**src/rtl/cysc_pkg.sv**
```systemverilog
`timescale 1ns / 1ps
package cysc_pkg;

  localparam int IW = 48;
  localparam int UW = 47;
  localparam int LIMB = 32;

  localparam int STRESS_WIDTH_DEF = 48;
  localparam int EXP_TABLE_BITS_DEF = 8;

  localparam logic [32:0] LOG2E_Q32 = 33'd6196328019;
  localparam logic [31:0] LN2_Q32 = 32'd2977044472;
  localparam logic [38:0] ARG_CAP = 39'h40_0000_0000;
  localparam logic [60:0] TERM_CAP = 61'h1000_0000_0000_0000;
  localparam logic [15:0] CAP_RATIO_RESET = 16'h8000;

  typedef enum logic [2:0] {
    REG_SHEAR_A1,
    REG_SHEAR_A2,
    REG_SHEAR_A3,
    REG_SHEAR_A4,
    REG_PEAK,
    REG_CAP_RATIO
  } reg_index_t;

  // integer square root, used at elaboration only
  function automatic longint unsigned isqrt64(input longint unsigned val);
    longint unsigned v;
    longint unsigned res;
    longint unsigned bt;
    v = val;
    res = 0;
    bt = 64'd1 << 62;
    for (int i = 0; i < 32; i++) begin
      if (bt > v) bt = bt >> 2;
    end
    for (int i = 0; i < 32; i++) begin
      if (bt != 0) begin
        if (v >= res + bt) begin
          v = v - (res + bt);
          res = (res >> 1) + bt;
        end else begin
          res = res >> 1;
        end
        bt = bt >> 2;
      end
    end
    return res;
  endfunction

  // 2^(2^-(j+1)) in q2.30
  function automatic logic [31:0] exp_root(input int j);
    longint unsigned r;
    r = isqrt64(64'd1 << 61);
    for (int k = 0; k < j; k++) begin
      r = isqrt64(r << 30);
    end
    return r[31:0];
  endfunction

endpackage

```
**src/rtl/cysc_mul.sv**
```systemverilog
`timescale 1ns / 1ps
module cysc_mul #(
  parameter int AW = 32,
  parameter int BW = 32
) (
  input  logic               clk,
  input  logic [AW-1:0]      a,
  input  logic [BW-1:0]      b,
  output logic [AW+BW-1:0]   p
);
  import cysc_pkg::*;

  localparam int NA = (AW + LIMB - 1) / LIMB;
  localparam int NB = (BW + LIMB - 1) / LIMB;
  localparam int AEW = NA * LIMB;
  localparam int BEW = NB * LIMB;
  localparam int PW = AEW + BEW;

  logic [AEW-1:0]    a_ext;
  logic [BEW-1:0]    b_ext;
  logic [2*LIMB-1:0] pp [NA][NB];
  logic [PW-1:0]     row_sum [NA];
  logic [PW-1:0]     row [NA];
  logic [PW-1:0]     total;

  assign a_ext = AEW'(a);
  assign b_ext = BEW'(b);

  // limb partial products
  always_ff @(posedge clk) begin
    for (int i = 0; i < NA; i++) begin
      for (int j = 0; j < NB; j++) begin
        pp[i][j] <= a_ext[i*LIMB +: LIMB] * b_ext[j*LIMB +: LIMB];
      end
    end
  end

  always_comb begin
    for (int i = 0; i < NA; i++) begin
      row_sum[i] = '0;
      for (int j = 0; j < NB; j++) begin
        row_sum[i] = row_sum[i] + (PW'(pp[i][j]) << (j * LIMB));
      end
    end
  end

  always_ff @(posedge clk) begin
    row <= row_sum;
  end

  always_comb begin
    total = '0;
    for (int i = 0; i < NA; i++) begin
      total = total + (row[i] << (i * LIMB));
    end
  end

  always_ff @(posedge clk) begin
    p <= total[AW+BW-1:0];
  end

endmodule

```
**config.mk**
```make
export PLATFORM = sky130hd
export DESIGN_NAME = cysc_mul
export DESIGN_NICKNAME = d
export VERILOG_FILES = /design/src/rtl/cysc_pkg.sv /design/src/rtl/cysc_mul.sv
export SDC_FILE = /design/constraint.sdc
export NUM_CORES = 2
export LEC_CHECK = 0
export ABC_AREA = 1
export BUFFER_PORTS_ARGS = -buffer_cell sky130_fd_sc_hd__buf_2
export CORE_AREA = 3 3 293 295
export DETAILED_ROUTE_END_ITERATION = 12
export DIE_AREA = 0 0 296 298
export PLACE_DENSITY_LB_ADDON = 0.08
export SYNTH_ARGS = -nofsm -noshare
export SYNTH_HDL_FRONTEND = slang
export SYNTH_SLANG_ARGS = --single-unit
```
**constraint.sdc**
```tcl
create_clock -name clk -period 15.4 [get_ports clk]
set_clock_uncertainty 0.1 [all_clocks]
set_input_delay 1.54 -clock clk [delete_from_list [all_inputs] [get_ports clk]]
set_output_delay 1.54 -clock clk [all_outputs]
set_load 0.01 [all_outputs]
```
# Word-level counts from Yosys, hierarchy flattened

Memories as Yosys holds them, arrays and structs flattened. A register that Yosys moved wholly into a read port is not among the register bits.
Index checks and enable logic that the tools add are counted.
W data, S select, Z words.

Memory bits (writable): 64
Memories: 1
Output and inout bits: 64
Word-level logic and storage cells: 3
Register bits: 64
Input port bits: 65

Memories:

| memory | words | bits a word | rd ports | clocked after memory_dff | wr ports | RTL line       | source |
|---|---|---|---|---|---|---|---|
| pp     | 1     | 64          | 1        | 1                        | 1        | cysc_mul.sv:21 | `logic [2*LIMB-1:0] pp [NA][NB];` |

$mul: 1

Operators by type and width:

| operator         | count |
|---|---|
| $mul A32 B32 Y64 | 1 |

# Longest topological paths before layout

Depth in word-level cells: 1
Gate-level depth with buffers: 30
Gate-level depth less buffers: 29

# Worst setup path before layout

No wires, ideal clock.

Kind: input to register
From: input port a[25]
To: memory pp[0][60] (netlist name)
Buffers on the path: 1
Arrival: 7.237 ns
Stages: 26
Library setup time: 0.112 ns
Slack: 7.951 ns
Cell sequence: clkbuf_1 > nand2_1 > fa_1 > inv_1 > fa_1 > inv_1 > fa_1 > inv_1 > fa_1 > fa_1 > fa_1 > fa_1 > inv_1 > fa_1 > inv_1 > ha_1 > nand2_1 > nand2_1 > a21oi_1 > nand2_1 > nand2_1 > nand2_1 > a21oi_1 > nand2_1 > nand2_1 > nand2_1

Longest elaborated chain between the ends: 1

RTL lines:

| what               | RTL line       | source |
|---|---|---|
| start: declaration | cysc_mul.sv:7  | `input logic [AW-1:0] a,` |
| $mul A32 B32 Y64   | cysc_mul.sv:33 | `pp[i][j] <= a_ext[i*LIMB +: LIMB] * b_ext[j*LIMB +: LIMB];` |
| end: declaration   | cysc_mul.sv:21 |  |

Every way passes these cells.

# Worst setup path in the final report

From: input port a[14]
To: memory pp[0][38] (netlist name)

Same word-level chain as after synthesis.

==> results.txt <==
worst flop-to-flop path endpoint: row[38]$_DFF_P_
largest net degree at the start of global routing: 33
sequential-to-total area share from yosys stat: 9.63%
Top Ports: 129
row cnt: 106
Inserted Diodes: 0
Final min period: 8350 ps
CTS sink count: 192
post-CTS setup buffer count: 0
TritonRoute pass-1 iters: 5
Mapped Nets: 6,373
first-pass GRT wire length: 189,000 um
Crit Path Max Fanout: 32
register area: 0.00384 mm^2
Reg2Reg Setup Slack: 14,850 ps
status: finished, final reports clean
via density per instance: 4.86
Top delay family on crit path: adder cells
Layout Nets: 6,348
Setup crit end kind: flop
DRC violation count after routing: 0
hpwl dp: 91,600 um
critical path data required time: 15,620 ps
area of the multi-input gates: 0.0288 mm^2
Total Wirelength: 118,000 um
CP Launch Type: input pin
synth-to-layout area growth: 5.02%
maxcap violations: 0
Yosys cell types: 24
Critical Path AT: 8570 ps
crit path to: pp[0][38]$_DFF_P_
# H-tree levels: 4
Mapped Area: 0.0399 mm^2
worst r2r src: pp[0][38]$_DFF_P_
vias: 30,245
IO Port Bufs: 128
Levels on crit path: 25
CTS Hold Buffers Added: 0
Slowest cell on crit path: buf_2
syn avg cell area: 7.75 um^2
FILL cells: 8,264
most frequent cells in the layout: inv_1, nand2_1, fa_1, ha_1, dfxtp_1
clk root buf: clkbuf_16
Final period util: 54.2%
Yosys reg bits: 192
share of post-route cells with drive strength above 1: 4.54%
GR Overflow Total: 0
Slew Viols, Final: 0
Cells after Synth: 5,149
CTS max path bufs: 2
wire per inst: 19.0 um
initial drt markers: 1,870
clock latency on the worst-skew pair: 420 ps
Setup Viol. Count Final: 0
vias in the first global route: 33,033
unrepaired setup endpoints after global routing: no
commonest non-fill, non-tap cell in the layout: inv_1
CP Buf/Inv Count: 7
relative slew slack: 27.1%
Max stage delay on crit path: 790 ps
Clock transition at path regs: 70 ps
Hold Fails Final Rpt: 0
RD Place Congestion: 0.905
Starting Density: 47.8%
worst slew pin tran: 1090 ps
WS Path Type: in2reg
CTS tree: yes
cell mode on critical path: fa_1
Yosys warnings: 0
Overall Global Routing Usage: 28.4%
Routed Antenna Nets: 0
total CTS buffers: 17
Die Span Y: 298 um
setup TNS: 0 ps
Critical Path Start: a[14]
Core Region: 0.0834 mm^2
die area: 0.0882 mm^2
Hold Crit Class: reg2reg
Worst Reg-to-Reg Cells: 0
initial antenna violation count: 0
post_cts resized: 0
maximum clock frequency: 120 MHz
Die Wd: 296 um
stage by stage:
step	setup slack, ps	hold WS, ps	cell area [um^2]	std cells	utilization (%)
floorplan	7950	210	39900	5149	-
global placement	6690	210	41300	6185	49.6
detailed placement	6770	212	41300	6185	49.6
CTS	7170	220	41900	6217	50.3
global route	6740	225	41900	6217	50.3
finish	7050	220	41900	6217	50.3
worst min path at each step:
stage                     slack (ps)        startpoint  cells after the start             end
after CTS                        220   row[18]$_DFF_P_                      0   p[18]$_DFF_P_
after floorplan                  210    row[0]$_DFF_P_                      0    p[0]$_DFF_P_
after detailed placement         210   row[18]$_DFF_P_                      0   p[18]$_DFF_P_
after global routing             230   row[18]$_DFF_P_                      0   p[18]$_DFF_P_
after global placement           210  pp[0][0]$_DFF_P_                      0  row[0]$_DFF_P_
final                            220   row[18]$_DFF_P_                      0   p[18]$_DFF_P_
cells in the mapped netlist:
cell type  instances  area share [%]
nor3_4             1           0.041
nor2_1            76            0.71
o21ai_0            3           0.038
nor3_2             5            0.13
nand3_2            6            0.15
and2_1             1           0.016
nor2_4             2           0.056
dfxtp_1          192             9.6
nor3_1            12            0.15
o21bai_2           1           0.028
ha_1             263             8.2
inv_2              7           0.066
inv_1           1728              16
nand2_1         1566              15
clkbuf_1         192             1.8
o21bai_1           9            0.17
a21oi_1           45            0.56
nor2_2            21            0.33
nand3_1           61            0.76
fa_1             896              45
xor2_1            32            0.70
nand2_2           10            0.16
xnor2_1            4           0.088
nand4_1           16            0.25
flip-flops by register name, indices dropped and copies added (netlist names):
| name | cells |
|---|---|
| p | 64 |
| row | 64 |
| pp | 64 |
area by class of cell:
class	count	area share, %
clock buffers	18	1.05
clock inverters	14	0.343
inverters	1735	15.5
multi-input cells	3030	68.8
flip-flops and latches	192	9.17
well taps	1080	3.22
repair buffers	148	1.89
cells by family (layout without fill, tap and decap cells):
logic type / Yosys count / count (layout) / share of synthesized area (%)
buffers and inverters: 1927 / 1915 / 18.1
AND/OR/NAND/NOR: 1777 / 1777 / 17.5
adder cells (fa/ha/maj): 1159 / 1159 / 53.2
flip-flops: 192 / 192 / 9.63
AO/OA/AOI/OAI: 58 / 58 / 0.799
XOR/XNOR: 36 / 36 / 0.790
routing by layer:
layer	part of all wire [%]	wire, um	GRT usage (%)
met5	0	0	0
met4	6.1	7220	13.6
met3	5.0	5950	2.46
met2	50	58800	49.7
met1	39	46300	35.2
Power is left out: the tool's default activity adds up to more than one toggle a clock period on the data nets, which glitch-free logic cannot reach.
